[src/rtl/core/dcts_pkg.sv]
`timescale 1ns / 1ps
// ----------------------------------------------------------------------------
// Dual-core toy processor step: shared definitions
// Types, constants and opcodes used by the controller, datapath and top level.
// ----------------------------------------------------------------------------
package dcts_pkg;

   localparam int MEM_BYTES         = 32768;
   localparam int ADDR_W            = $clog2(MEM_BYTES);
   localparam int SECOND_CORE_START = 256;
   localparam int REG_COUNT         = 12;
   localparam int DIV_STEPS         = 16;
   localparam int DIV_CNT_W         = $clog2(DIV_STEPS);

   localparam logic [3:0] REG_LIMIT = 4'd12;
   localparam logic [3:0] IP_REG    = 4'd9;
   localparam logic [3:0] IR_REG    = 4'd10;
   localparam logic [3:0] FLAG_REG  = 4'd11;
   localparam logic [3:0] STORE_MAX = 4'd4;

   localparam logic [7:0] OP_HALT   = 8'd0;
   localparam logic [7:0] OP_MOVE   = 8'd1;
   localparam logic [7:0] OP_ADD    = 8'd2;
   localparam logic [7:0] OP_SUB    = 8'd3;
   localparam logic [7:0] OP_MUL    = 8'd4;
   localparam logic [7:0] OP_DIV    = 8'd5;
   localparam logic [7:0] OP_AND    = 8'd6;
   localparam logic [7:0] OP_OR     = 8'd7;
   localparam logic [7:0] OP_NOT    = 8'd8;
   localparam logic [7:0] OP_CMP    = 8'd9;
   localparam logic [7:0] OP_BRANCH = 8'd10;
   localparam logic [7:0] OP_IN     = 8'd11;
   localparam logic [7:0] OP_OUT    = 8'd12;
   localparam logic [7:0] OP_LOCK   = 8'd13;
   localparam logic [7:0] OP_UNLOCK = 8'd14;
   localparam logic [7:0] OP_SLEEP  = 8'd15;

   localparam logic [3:0] BR_ALWAYS = 4'd0;
   localparam logic [3:0] BR_EQUAL  = 4'd1;
   localparam logic [3:0] BR_GREAT  = 4'd2;
   localparam logic [3:0] BR_LESS   = 4'd3;

   typedef struct packed {
      logic               mode;
      logic [14:0]        load_address;
      logic [7:0]         load_byte;
      logic               core_select;
      logic signed [15:0] in_value;
   } dcts_req_type;

   typedef struct packed {
      logic               core_id;
      logic [15:0]        next_ip;
      logic signed [1:0]  flag_value;
      logic [15:0]        instr_high;
      logic               out_valid;
      logic signed [15:0] out_value;
      logic               stalled;
      logic               halted;
      logic               div_zero;
      logic [15:0]        sleep_ticks;
   } dcts_rsp_type;

   typedef enum logic [4:0] {
      ST_CLEAR, ST_IDLE, ST_LOAD,
      ST_F0, ST_F1, ST_F2, ST_F3, ST_F4,
      ST_RA, ST_RB, ST_M0, ST_M1, ST_M2,
      ST_EX, ST_DV, ST_DW, ST_W0, ST_W1, ST_DONE
   } dcts_state_type;

   typedef struct packed {
      logic       accept;
      logic       clear;
      logic       load_wr;
      logic       fetch_rd;
      logic [1:0] fetch_idx;
      logic       fetch_cap;
      logic [1:0] cap_idx;
      logic       ir_wr;
      logic       ip_wr;
      logic       rd_a;
      logic       rd_b;
      logic       src_rd;
      logic       src_next;
      logic       src_cap_hi;
      logic       src_cap_lo;
      logic       exec;
      logic       div_step;
      logic       div_wr;
      logic       wb_hi;
      logic       wb_lo;
      logic       report;
   } dcts_cmd_type;

   typedef struct packed {
      logic req_mode;
      logic req_halted;
      logic clear_done;
      logic r2_zero;
      logic is_div;
      logic wb_need;
      logic div_done;
   } dcts_status_type;

endpackage

[src/rtl/core/dcts_ctrl.sv]
`timescale 1ns / 1ps
// ----------------------------------------------------------------------------
// Dual-core toy processor step: controller
// Sequences the clearing pass, loads, fetch, operand access and execution.
// ----------------------------------------------------------------------------
module dcts_ctrl (
   input  logic                     clock,
   input  logic                     reset,
   input  logic                     start,
   input  dcts_pkg::dcts_status_type status,
   output dcts_pkg::dcts_cmd_type    cmd,
   output logic                     busy,
   output logic                     rsp_valid
);

   dcts_pkg::dcts_state_type state_ff, state_in;
   logic rsp_valid_ff;

   always_ff @(posedge clock) begin
      if (reset) begin
         state_ff     <= dcts_pkg::ST_CLEAR;
         rsp_valid_ff <= 1'b0;
      end else begin
         state_ff     <= state_in;
         rsp_valid_ff <= (state_ff == dcts_pkg::ST_DONE);
      end
   end

   always_comb begin
      state_in = state_ff;
      case (state_ff)
         dcts_pkg::ST_CLEAR: begin
            if (status.clear_done) state_in = dcts_pkg::ST_IDLE;
         end
         dcts_pkg::ST_IDLE: begin
            if (start) begin
               if (!status.req_mode) state_in = dcts_pkg::ST_LOAD;
               else if (status.req_halted) state_in = dcts_pkg::ST_DONE;
               else state_in = dcts_pkg::ST_F0;
            end
         end
         dcts_pkg::ST_LOAD: state_in = dcts_pkg::ST_DONE;
         dcts_pkg::ST_F0: state_in = dcts_pkg::ST_F1;
         dcts_pkg::ST_F1: state_in = dcts_pkg::ST_F2;
         dcts_pkg::ST_F2: state_in = dcts_pkg::ST_F3;
         dcts_pkg::ST_F3: state_in = dcts_pkg::ST_F4;
         dcts_pkg::ST_F4: state_in = dcts_pkg::ST_RA;
         dcts_pkg::ST_RA: state_in = dcts_pkg::ST_RB;
         dcts_pkg::ST_RB: begin
            state_in = status.r2_zero ? dcts_pkg::ST_EX : dcts_pkg::ST_M0;
         end
         dcts_pkg::ST_M0: state_in = dcts_pkg::ST_M1;
         dcts_pkg::ST_M1: state_in = dcts_pkg::ST_M2;
         dcts_pkg::ST_M2: state_in = dcts_pkg::ST_EX;
         dcts_pkg::ST_EX: begin
            if (status.is_div) state_in = dcts_pkg::ST_DV;
            else if (status.wb_need) state_in = dcts_pkg::ST_W0;
            else state_in = dcts_pkg::ST_DONE;
         end
         dcts_pkg::ST_DV: begin
            if (status.div_done) state_in = dcts_pkg::ST_DW;
         end
         dcts_pkg::ST_DW: state_in = dcts_pkg::ST_DONE;
         dcts_pkg::ST_W0: state_in = dcts_pkg::ST_W1;
         dcts_pkg::ST_W1: state_in = dcts_pkg::ST_DONE;
         dcts_pkg::ST_DONE: state_in = dcts_pkg::ST_IDLE;
         default: state_in = dcts_pkg::ST_IDLE;
      endcase
   end

   always_comb begin
      cmd  = '0;
      busy = 1'b1;
      case (state_ff)
         dcts_pkg::ST_CLEAR: cmd.clear = 1'b1;
         dcts_pkg::ST_IDLE: begin
            busy       = 1'b0;
            cmd.accept = start;
         end
         dcts_pkg::ST_LOAD: cmd.load_wr = 1'b1;
         dcts_pkg::ST_F0: begin
            cmd.fetch_rd  = 1'b1;
            cmd.fetch_idx = 2'd0;
         end
         dcts_pkg::ST_F1: begin
            cmd.fetch_rd  = 1'b1;
            cmd.fetch_idx = 2'd1;
            cmd.fetch_cap = 1'b1;
            cmd.cap_idx   = 2'd0;
         end
         dcts_pkg::ST_F2: begin
            cmd.fetch_rd  = 1'b1;
            cmd.fetch_idx = 2'd2;
            cmd.fetch_cap = 1'b1;
            cmd.cap_idx   = 2'd1;
         end
         dcts_pkg::ST_F3: begin
            cmd.fetch_rd  = 1'b1;
            cmd.fetch_idx = 2'd3;
            cmd.fetch_cap = 1'b1;
            cmd.cap_idx   = 2'd2;
            cmd.ir_wr     = 1'b1;
         end
         dcts_pkg::ST_F4: begin
            cmd.fetch_cap = 1'b1;
            cmd.cap_idx   = 2'd3;
            cmd.ip_wr     = 1'b1;
         end
         dcts_pkg::ST_RA: cmd.rd_a = 1'b1;
         dcts_pkg::ST_RB: cmd.rd_b = 1'b1;
         dcts_pkg::ST_M0: cmd.src_rd = 1'b1;
         dcts_pkg::ST_M1: begin
            cmd.src_rd     = 1'b1;
            cmd.src_next   = 1'b1;
            cmd.src_cap_hi = 1'b1;
         end
         dcts_pkg::ST_M2: cmd.src_cap_lo = 1'b1;
         dcts_pkg::ST_EX: cmd.exec = 1'b1;
         dcts_pkg::ST_DV: cmd.div_step = 1'b1;
         dcts_pkg::ST_DW: cmd.div_wr = 1'b1;
         dcts_pkg::ST_W0: cmd.wb_hi = 1'b1;
         dcts_pkg::ST_W1: cmd.wb_lo = 1'b1;
         dcts_pkg::ST_DONE: cmd.report = 1'b1;
         default: cmd = '0;
      endcase
   end

   assign rsp_valid = rsp_valid_ff;

   a_done_strobe: assert property (@(posedge clock) disable iff (reset)
      state_ff == dcts_pkg::ST_DONE |=> rsp_valid_ff)
      else $error("result strobe missing after an item completed");

   a_no_strobe_clear: assert property (@(posedge clock) disable iff (reset)
      state_ff == dcts_pkg::ST_CLEAR |-> !rsp_valid_ff)
      else $error("result strobe during the clearing pass");

   a_div_entry: assert property (@(posedge clock) disable iff (reset)
      state_ff == dcts_pkg::ST_EX && status.is_div |=> state_ff == dcts_pkg::ST_DV)
      else $error("division did not start");

   a_accept_idle: assert property (@(posedge clock) disable iff (reset)
      cmd.accept |=> state_ff != dcts_pkg::ST_IDLE)
      else $error("accepted item was not processed");

endmodule

[config.mk]
export PLATFORM = sky130hd
export DESIGN_NAME = dcts_ctrl
export DESIGN_NICKNAME = d
export VERILOG_FILES = /design/src/rtl/core/dcts_pkg.sv /design/src/rtl/core/dcts_ctrl.sv
export SDC_FILE = /design/constraint.sdc
export NUM_CORES = 1
export LEC_CHECK = 0
export BUFFER_PORTS_ARGS = -buffer_cell sky130_fd_sc_hd__buf_2
export CAP_MARGIN = 20
export CELL_PAD_IN_SITES_DETAIL_PLACEMENT = 1
export CELL_PAD_IN_SITES_GLOBAL_PLACEMENT = 1
export CORE_MARGIN = 1.5
export CORE_UTILIZATION = 32
export CTS_CLUSTER_SIZE = 12
export DETAILED_ROUTE_END_ITERATION = 7
export GPL_TIMING_DRIVEN = 0
export HOLD_SLACK_MARGIN = 0.02
export PLACE_DENSITY_LB_ADDON = 0.1
export SETUP_SLACK_MARGIN = 0.1
export SLEW_MARGIN = 30
export SYNTH_ARGS = -nofsm -noshare
export SYNTH_HDL_FRONTEND = slang
export SYNTH_SLANG_ARGS = --single-unit
[constraint.sdc]
create_clock -name clock -period 4.4 [get_ports clock]
set_clock_uncertainty 0.1 [all_clocks]
set_input_delay 0 -clock clock [delete_from_list [all_inputs] [get_ports clock]]
set_output_delay 0 -clock clock [all_outputs]
set_load 0.02 [all_outputs]
Word-level counts from Yosys, hierarchy flattened
Cells that the tools add are included.
{"block": "classes", "n_addsub": 0, "n_mul": 0, "div": 0, "order_cmp": 0, "n_eq_ne": 21, "n_shift": 0, "n_mux": 28, "n_bitwise": 0, "n_reduce_logical": 4}
{"operator": "5-bit one-hot mux with 16 select lines", "count": 1}
{"operator": "5-bit by 4-bit equality test with 1-bit output (second input constant)", "count": 8}
{"operator": "5-bit two-way mux", "count": 6}
{"operator": "3-bit one-hot mux with 4 select lines", "count": 2}
{"operator": "5-bit by 3-bit equality test with 1-bit output (second input constant)", "count": 4}
{"operator": "1-bit two-way mux", "count": 16}
{"operator": "5-bit equality test (second input constant)", "count": 3}
{"operator": "5-bit by 2-bit equality test with 1-bit output (second input constant)", "count": 2}
{"operator": "2-bit != test (second input constant)", "count": 3}
{"operator": "5-bit by 1-bit equality test with 1-bit output (second input constant)", "count": 1}
{"operator": "5-bit zero test", "count": 1}
{"operator": "2-bit two-way mux", "count": 2}
{"operator": "3-bit two-way mux", "count": 1}
{"operator": "3-bit AND reduction", "count": 1}
{"operator": "3-bit OR reduction", "count": 1}
{"operator": "2-bit OR reduction", "count": 1}
{"block": "totals", "reg_bits": 6, "latch_bits": 0, "ram_bits": 0, "rom_bits": 0, "inputBits": 10, "output_inout_bits": 25, "wordCells": 55, "memories": 0}

Longest topological paths before layout
Gate-level depths: netlist of run 1.
{"block": "logic_depth", "ltp_word": 4, "ltp_mapped": 7}

Worst setup path before layout of run 1
No wires, ideal clock.
{"block": "synth_timing", "path_kind": "register to output", "from": "register state_ff[4]", "to": "output port cmd[8] in the netlist's numbering", "arrival_ns": 1.400, "t_required_ns": 4.300, "slack_ns": 2.900, "stages_incl_launch_ff": 5, "n_path_buf": 3, "path_cell_list": "dfxtp_1 > buf_2 > buf_2 > nor3_1 > buf_4"}
{"item": "start, declared", "line": "dcts_ctrl.sv:16", "source": "dcts_pkg::dcts_state_type state_ff, state_in;"}
{"item": "start signal, assigned", "line": "dcts_ctrl.sv:21", "source": "state_ff <= dcts_pkg::ST_CLEAR;"}
{"item": "start signal, assigned", "line": "dcts_ctrl.sv:24", "source": "state_ff <= state_in;"}
{"item": "end, declared", "line": "dcts_ctrl.sv:11", "source": "output dcts_pkg::dcts_cmd_type cmd,"}

==> run summary, run 1 <==
status: finished clean
gpl congestion: 0.877
met1 wire length: 984 um
Setup Buffers After CTS: 0
diodes inserted: 0
Core ar.: 2000 um2
Fin Hold WS: 0.0197 ns
CP max stage delay: 0.48 ns
clock sink count: 6
largest net degree at the start of global routing: 11
setup TNS: 0 ns
Final nets: 155
Netlist cell types: 37
via count: 884
crit start category: flop
Synth Net Count: 112
cell area after layout: 961 um2
Data arrival, critical path: 1.66 ns
R2R Path End: state_ff[4]$_SDFFE_PP0P_
Max Cap Viol: 0
post-DR wirelength/cell: 13.3 um
Avg Cell Area, Syn: 6.81 um2
RR Startpoint: state_ff[0]$_SDFFE_PP0P_
fin. max-slew vios: 0
Lkg Pwr: 0.000490 uW
post-layout minimum cycle time: 1.76 ns
Worst Hold Path EP: state_ff[4]$_SDFFE_PP0P_
vias in the first global route: 819
crit-path cells: inv_1 > nand2_2 > or3b_2 > nor2_1 > buf_2
Die H: 49.6 um
CP max stage cell: or3b_2
worst hold path class: input port to flop
GRT Resource Usage Total: 19.7%
non-filler cells, final: 170
# fillers: 279
Clk Latency, worst-skew pair: 0.25 ns
Setup Viol. Count Final: 0
Worst Hold Depth: 3
RSZ-0062 raised after global routing: no
Hold Vio Cnt, Final: 0
placed insts: 163
pwr dens: 248 nW/um2
die area: 2460 um2
Hold Path Origin: status[6]
placed inst area: 898 um2
first-pass GRT wire length: 3820 um
worst slew pin tran: 0.469 ns
I/O Pins: 35
maximum VDD drop: 0.000177 V
Die X-Extent: 49.6 um
CTS tree: yes
FFs w/ async S/R, synth: 0%
Primary FF master, synth: dfxtp_1
Req. time, crit path: 4.30 ns
commonest non-fill, non-tap cell in the layout: buf_2
Max FO, Critical Path: 8
Slew HR: 68.3%
initial antenna violation count: 0
Worst-path clk slew: 0.05 ns
Initial Util: 34.7%
sequential area share after synthesis: 17.3%
commonest cells after routing, fill and taps aside: 37 x buf_2, 15 x nor2_1, 9 x nand2_1, 9 x inv_1, 7 x nor3_1
clk root buf: clkbuf_4
DR pass1 iterations: 4
Area Growth Syn to Fin: 38.4%
Post-DP HPWL: 1770 um
post-DR vias/cell: 5.20
antenna viol nets, final: 0
DR WL met2: 1120 um
register area: 120 um2
DRC violations left: 0
Top Metal Used: met3
fmax: 568 MHz
Initial DRC Count: 15
footprint of the multi-input gates: 455 um2
Ys Warns: 0
Reg2Reg Setup Slack: 2.82 ns
cells after synthesis: 102
GRT overflow: 0
period utilization: 40.0%
Num CTS Buffers: 3
CTS max path bufs: 2
met3 routed WL: 160 um
Post-synth EDFFs: 0
CP Capture Type: primary output
Mapped Area: 694 um2
Worst Reg-to-Reg Cells: 5
Resized Gates After CTS: 0
H-tree depth: 1
final wirelength: 2270 um
CTS Hold Buffers Added: 3
ratio of cells with drive above 1 in the final layout: 37.1%
num rows: 16
IO Port Bufs: 34
Seq cells post-synth: 6
total power: 238 uW
WS Path Type: flop to primary output
-- routing by layer --
metal / vias up / track usage (%)
met5: - / 0
li1: 434 / -
met2: 32 / 32.9
met4: 0 / 2.78
met1: 418 / 25.8
met3: 0 / 5.45
-- layout make-up --
class                      instances  area share [%]
multi-input combinational         77            47.4
timing repair buffer              38            21.9
sequential                         6            12.5
buffer                            10            8.85
inverter                           9            3.52
tap                               27            3.52
clock buffer                       3            2.34
-- synth_stat cells, types with 2 or more instances --
cell type / instances / share of area, %
nor3_1: 7 / 5.0
xnor2_1: 3 / 3.8
a31oi_1: 3 / 2.7
buf_2: 3 / 2.2
or3_1: 2 / 1.8
nor2_1: 15 / 8.1
dfxtp_1: 6 / 17
and3_1: 2 / 1.8
and2_1: 3 / 2.7
buf_4: 3 / 3.2
o21ai_0: 5 / 3.6
buf_6: 3 / 4.9
nand2b_1: 2 / 1.8
nand2_1: 9 / 4.9
a21oi_1: 6 / 4.3
inv_1: 9 / 4.9
-- state kept, by name, indices dropped and copies added, names as in the netlist --
| register | count |
|---|---|
| state_ff | 5 |
| rsp_valid | 1 |
-- how the worst max path moves through the flow --
stage | startpoint | end | cells past startpoint
after CTS | state_ff[2]$_SDFFE_PP0P_ | cmd[1] | 5
final | state_ff[2]$_SDFFE_PP0P_ | cmd[2] | 5
after global placement | state_ff[0]$_SDFFE_PP0P_ | state_ff[4]$_SDFFE_PP0P_ | 5
after detailed placement | state_ff[0]$_SDFFE_PP0P_ | state_ff[4]$_SDFFE_PP0P_ | 5
after global routing | state_ff[2]$_SDFFE_PP0P_ | cmd[2] | 5
after floorplan | state_ff[4]$_SDFFE_PP0P_ | cmd[8] | 4
-- metrics by stage --
| stage | setup slack [ns] | util (%) |
|---|---|---|
| 2_1_floorplan | 2.90 | - |
| 3_3_place_gp | 2.85 | 44.9 |
| 3_5_place_dp | 2.83 | 44.9 |
| 4_1_cts | 2.63 | 47.5 |
| 5_1_grt | 2.52 | 48.0 |
| 6_report | 2.64 | 48.0 |
-- critical path, delay by kind of cell, from the launching register on --
family | cells | cell delay (ns)
flops | 1 | 0.35
simple gates | 3 | 0.72
buf+inv | 2 | 0.33
-- report_power, final --
group	leakage [uW]	internal, uW	total [uW]	switching (uW)
clock network	0.0000138	30.9	52.3	21.3
registers	0.0000488	59.1	61.3	2.20
logic	0.000427	46.3	125	78.6
-- cell families (layout without fill, tap and decap cells) --
group | after synthesis | after routing | share of synthesized area [%]
flip-flops | 6 | 6 | 17.3
XOR/XNOR | 3 | 3 | 3.78
AO/OA/AOI/OAI | 23 | 23 | 22.7
buffers and inverters | 19 | 60 | 17.1
AND/OR/NAND/NOR | 51 | 51 | 39.1
No activity file was read; power rests on OpenSTA's default activity.
==> run 2: changes to the inputs <==
--- a/config.mk
+++ b/config.mk
@@ -10,7 +10,7 @@
 export CELL_PAD_IN_SITES_DETAIL_PLACEMENT = 1
 export CELL_PAD_IN_SITES_GLOBAL_PLACEMENT = 1
 export CORE_MARGIN = 1.5
-export CORE_UTILIZATION = 32
+export CORE_UTILIZATION = 29
 export CTS_CLUSTER_SIZE = 12
 export DETAILED_ROUTE_END_ITERATION = 7
 export GPL_TIMING_DRIVEN = 0
==> constraint.sdc (replaced) <==
create_clock -name clock -period 1.73 [get_ports clock]
set_clock_uncertainty 0.1 [all_clocks]
set_input_delay 0 -clock clock [delete_from_list [all_inputs] [get_ports clock]]
set_output_delay 0 -clock clock [all_outputs]
set_load 0.02 [all_outputs]
==> run summary, run 2 (synthesis gave the netlist of run 1 again) <==
placed insts: 164
vias in the first global route: 858
post-layout minimum cycle time: 1.61 ns
final wirelength: 2540 um
Biggest register: state_ff
Worst Hold Depth: 4
fmax: 620 MHz
maximum VDD drop: 0.000505 V
Hold Path Origin: status[4]
Post-DP HPWL: 1820 um
GRT overflow: 0
CTS max path bufs: 2
Data arrival, critical path: 1.51 ns
largest net degree at the start of global routing: 11
Reg2Reg Setup Slack: 0.13 ns
DRC violations left: 0
diodes inserted: 0
non-filler cells, final: 171
num rows: 17
# fillers: 308
clk root buf: clkbuf_4
clock sink count: 6
Fin Hold WS: 0.0324 ns
ratio of cells with drive above 1 in the final layout: 43.4%
Num CTS Buffers: 3
R2R Path End: state_ff[4]$_SDFFE_PP0P_
post-DR vias/cell: 5.15
Area Growth Syn to Fin: 44.1%
WS Path Type: flop to primary output
gpl congestion: 0.812
Req. time, crit path: 1.63 ns
Lkg Pwr: 0.000500 uW
IO Port Bufs: 34
Slew HR: 67.4%
worst hold path class: input port to flop
setup TNS: 0 ns
Clk Latency, worst-skew pair: 0.25 ns
CTS tree: yes
Die X-Extent: 51.9 um
status: finished clean
commonest cells after routing, fill and taps aside: 34 x buf_2, 13 x nor2_1, 9 x nand2_1
antenna viol nets, final: 0
DR pass1 iterations: 4
Worst Hold Path EP: state_ff[0]$_SDFFE_PP0P_
commonest non-fill, non-tap cell in the layout: buf_2
Core ar.: 2230 um2
RSZ-0062 raised after global routing: yes
CP Capture Type: primary output
Max Cap Viol: 0
RR Startpoint: state_ff[0]$_SDFFE_PP0P_
crit start category: flop
cell area after layout: 1000 um2
Final nets: 155
pwr dens: 630 nW/um2
placed inst area: 900 um2
Worst Reg-to-Reg Cells: 5
first-pass GRT wire length: 4000 um
Initial DRC Count: 14
Max FO, Critical Path: 10
Hold Vio Cnt, Final: 0
total power: 630 uW
Worst-path clk slew: 0.05 ns
max reg flops: 5
GRT Resource Usage Total: 19.9%
die area: 2700 um2
I/O Pins: 35
worst slew pin tran: 0.483 ns
initial antenna violation count: 0
fin. max-slew vios: 0
H-tree depth: 1
post-DR wirelength/cell: 14.8 um
via count: 880
Initial Util: 31.1%
Die H: 51.9 um
period utilization: 93.2%
Setup Viol. Count Final: 0
==> run 2: final cells by class <==
| class | count | area [um2] | area share [%] |
|---|---|---|---|
| plain buffers | 10 | 91.3 | 9.13 |
| clock buffers | 3 | 22.5 | 2.25 |
| well taps | 28 | 35.0 | 3.50 |
| multi-input cells | 77 | 483 | 48.2 |
| repair buffers | 38 | 214 | 21.4 |
| inverters | 9 | 33.8 | 3.38 |
| flip-flops and latches | 6 | 121 | 12.1 |
==> run 2: power breakdown <==
part	leakage [uW]	switching (uW)	internal (uW)
logic	0.000437	215	129
registers	0.0000492	5.72	151
clock network	0.0000138	50.8	78.5
==> run 2: worst max path at each step <==
stage,slack [ns],startpoint,endpoint,cells past startpoint
floorplan,0.23,state_ff[4]$_SDFFE_PP0P_,cmd[8],4
global placement,0.17,state_ff[0]$_SDFFE_PP0P_,state_ff[4]$_SDFFE_PP0P_,5
detailed placement,0.17,state_ff[0]$_SDFFE_PP0P_,state_ff[4]$_SDFFE_PP0P_,5
CTS,0.11,state_ff[1]$_SDFFE_PP0P_,cmd[1],5
global route,0.06,state_ff[1]$_SDFFE_PP0P_,cmd[22],6
finish,0.12,state_ff[1]$_SDFFE_PP0P_,cmd[1],5
==> run 2: worst max-delay path: stages, from the launching register on <==
cell and delay (ns):
dfxtp_2 0.32, buf_6 0.14, buf_6 0.14, or3b_4 0.40, nor2_2 0.13, buf_6 0.13
==> run 2: repair_timing <==
item / 4_1_cts / 5_1_grt
hold buffers: 2 / 0
pin swaps: 1 / 1
cloned: 0 / 0
endpoints found under the hold margin: 5 / 0
gates resized for setup: 9 / 6
buffers inserted: 0 / 2
setup endpoints to repair: 2 / 7
==> run 2: layer usage <==
layer	track usage [%]	vias to the layer above	routed length [um]
li1	-	433	-
met1	26.0	416	1110
met2	34.2	31	1290
met3	5.17	0	135
met4	1.32	0	0
met5	0	-	0
==> run 2: through the flow <==
stage          setup slack, ns  util [%]
2_1_floorplan            0.230         -
3_3_place_gp             0.174      40.3
3_5_place_dp             0.169      40.3
4_1_cts                  0.114      43.1
5_1_grt                 0.0560      44.8
6_report                 0.118      44.8
==> run 3: changes to the inputs <==
--- a/config.mk
+++ b/config.mk
@@ -15,7 +15,7 @@
 export DETAILED_ROUTE_END_ITERATION = 7
 export GPL_TIMING_DRIVEN = 0
 export HOLD_SLACK_MARGIN = 0.02
-export PLACE_DENSITY_LB_ADDON = 0.1
+export PLACE_DENSITY = 0.89
 export SETUP_SLACK_MARGIN = 0.1
 export SLEW_MARGIN = 30
 export SYNTH_ARGS = -nofsm -noshare
==> run summary, run 3 (synthesis gave the netlist of run 1 again) <==
CTS max path bufs: 2
Worst-path clk slew: 0.05 ns
pwr dens: 628 nW/um2
placed insts: 164
via count: 892
commonest non-fill, non-tap cell in the layout: buf_2
Setup Viol. Count Final: 0
maximum VDD drop: 0.000377 V
CP dominant cell by count: buf_4
Slew HR: 70.7%
fin. max-slew vios: 0
Die H: 51.9 um
Data arrival, critical path: 1.69 ns
Core ar.: 2230 um2
Die X-Extent: 51.9 um
crit start category: flop
Req. time, crit path: 1.77 ns
IO Port Bufs: 34
Area Growth Syn to Fin: 47.7%
period utilization: 95.3%
WS Path Type: flop to flop
Num CTS Buffers: 3
Lkg Pwr: 0.000514 uW
Final nets: 157
worst slew pin tran: 0.435 ns
fmax: 606 MHz
Post-DP HPWL: 1930 um
non-filler cells, final: 173
clock sink count: 6
commonest cells after routing, fill and taps aside: 34 x buf_2, 13 x nor2_1, 9 x nand2_1
crit-path cells: buf_4 > buf_4 > o21ai_0 > o32ai_1 > nor4b_1
gpl congestion: 0.839
diodes inserted: 0
CP max stage delay: 0.39 ns
post-layout minimum cycle time: 1.65 ns
pre-CTS setup slack: 0.107 ns
I/O Pins: 35
H-tree depth: 1
GRT Resource Usage Total: 19.1%
RSZ-0062 raised after global routing: yes
DRC violations left: 0
Biggest register: state_ff
die area: 2700 um2
final wirelength: 2620 um
num rows: 17
total power: 644 uW
worst hold path class: input port to flop
CP max stage cell: o21ai_0
post-DR wirelength/cell: 15.1 um
vias in the first global route: 885
DR pass1 iterations: 4
Initial DRC Count: 15
first-pass GRT wire length: 3930 um
final worst slack: 0.0809 ns
largest net degree at the start of global routing: 11
antenna viol nets, final: 0
CTS tree: yes
ratio of cells with drive above 1 in the final layout: 44.1%
GRT overflow: 0
initial antenna violation count: 0
CP Capture Type: flop
Hold Vio Cnt, Final: 0
setup TNS: 0 ns
Fin Hold WS: 0.0196 ns
Max Cap Viol: 0
Clk Latency, worst-skew pair: 0.25 ns
status: finished clean
post-DR vias/cell: 5.16
Reg2Reg Setup Slack: 0.08 ns
Max FO, Critical Path: 10
Initial Util: 31.1%
clk root buf: clkbuf_4
max reg flops: 5
[run 3: changes by cell type in the layout (fill, tap and decap cells not counted)]
| cell | before | now |
|---|---|---|
| o41ai_1 | 1 | 0 |
| nor3_2 | 3 | 2 |
| inv_4 | 0 | 1 |
| nor2_2 | 1 | 0 |
| nor2_4 | 1 | 2 |
| nor3_1 | 5 | 6 |
| inv_2 | 2 | 1 |
| o41ai_2 | 0 | 1 |
| buf_4 | 6 | 8 |
[run 3: area by class of cell]
cell class / count / area (um2)
clock buffers: 3 / 22.5
well taps: 28 / 35.0
multi-input cells: 77 / 490
inverters: 9 / 36.3
plain buffers: 10 / 91.3
repair buffers: 40 / 229
fillers: 306 / 1210
flip-flops and latches: 6 / 121
[run 3: what timing repair did]
action / in CTS / in global routing
hold buffers: 2 / 0
setup buffers: 0 / 4
gates resized for setup: 9 / 8
pin swaps: 1 / 2
setup endpoints to repair: 2 / 8
hold endpoints to repair: 5 / 0
[run 3: path summary, 6_finish.rpt]
| kind | cells past startpoint | end | from |
|---|---|---|---|
| hold reg to reg | 2 | state_ff[1]$_SDFFE_PP0P_ | state_ff[1]$_SDFFE_PP0P_ |
| setup reg to reg | 5 | state_ff[2]$_SDFFE_PP0P_ | state_ff[0]$_SDFFE_PP0P_ |
| setup / recovery | 5 | state_ff[2]$_SDFFE_PP0P_ | state_ff[0]$_SDFFE_PP0P_ |
| hold / removal | 4 | state_ff[0]$_SDFFE_PP0P_ | status[4] |
[run 3: through the flow]
stage                     util, %  area [um2]
after floorplan                 -         694
after global placement       40.3         900
after detailed placement     40.3         900
after CTS                    43.1         962
after global routing         45.9        1030
final                        45.9        1030
[run 3: worst max-delay path, delay by kind of cell (launching register included)]
family,cells,cell delay (ns)
AO/OA/AOI/OAI,2,0.53
buffers and inverters,2,0.32
flip-flops,1,0.29
AND/OR/NAND/NOR,1,0.29
[run 3: report_power, final]
| group | internal, uW | switching (uW) | leakage, uW | total, uW |
|---|---|---|---|---|
| registers | 151 | 5.80 | 0.0000492 | 157 |
| clock network | 78.8 | 55.8 | 0.0000138 | 135 |
| logic | 131 | 222 | 0.000451 | 353 |
[run 3: metal layers]
| layer | up-vias | global-route usage [%] | share of wire [%] |
|---|---|---|---|
| met4 | 0 | 1.75 | 0 |
| li1 | 438 | - | - |
| met2 | 27 | 36.3 | 51 |
| met1 | 427 | 22.6 | 45 |
| met3 | 0 | 3.74 | 4.2 |
| met5 | - | 0 | 0 |
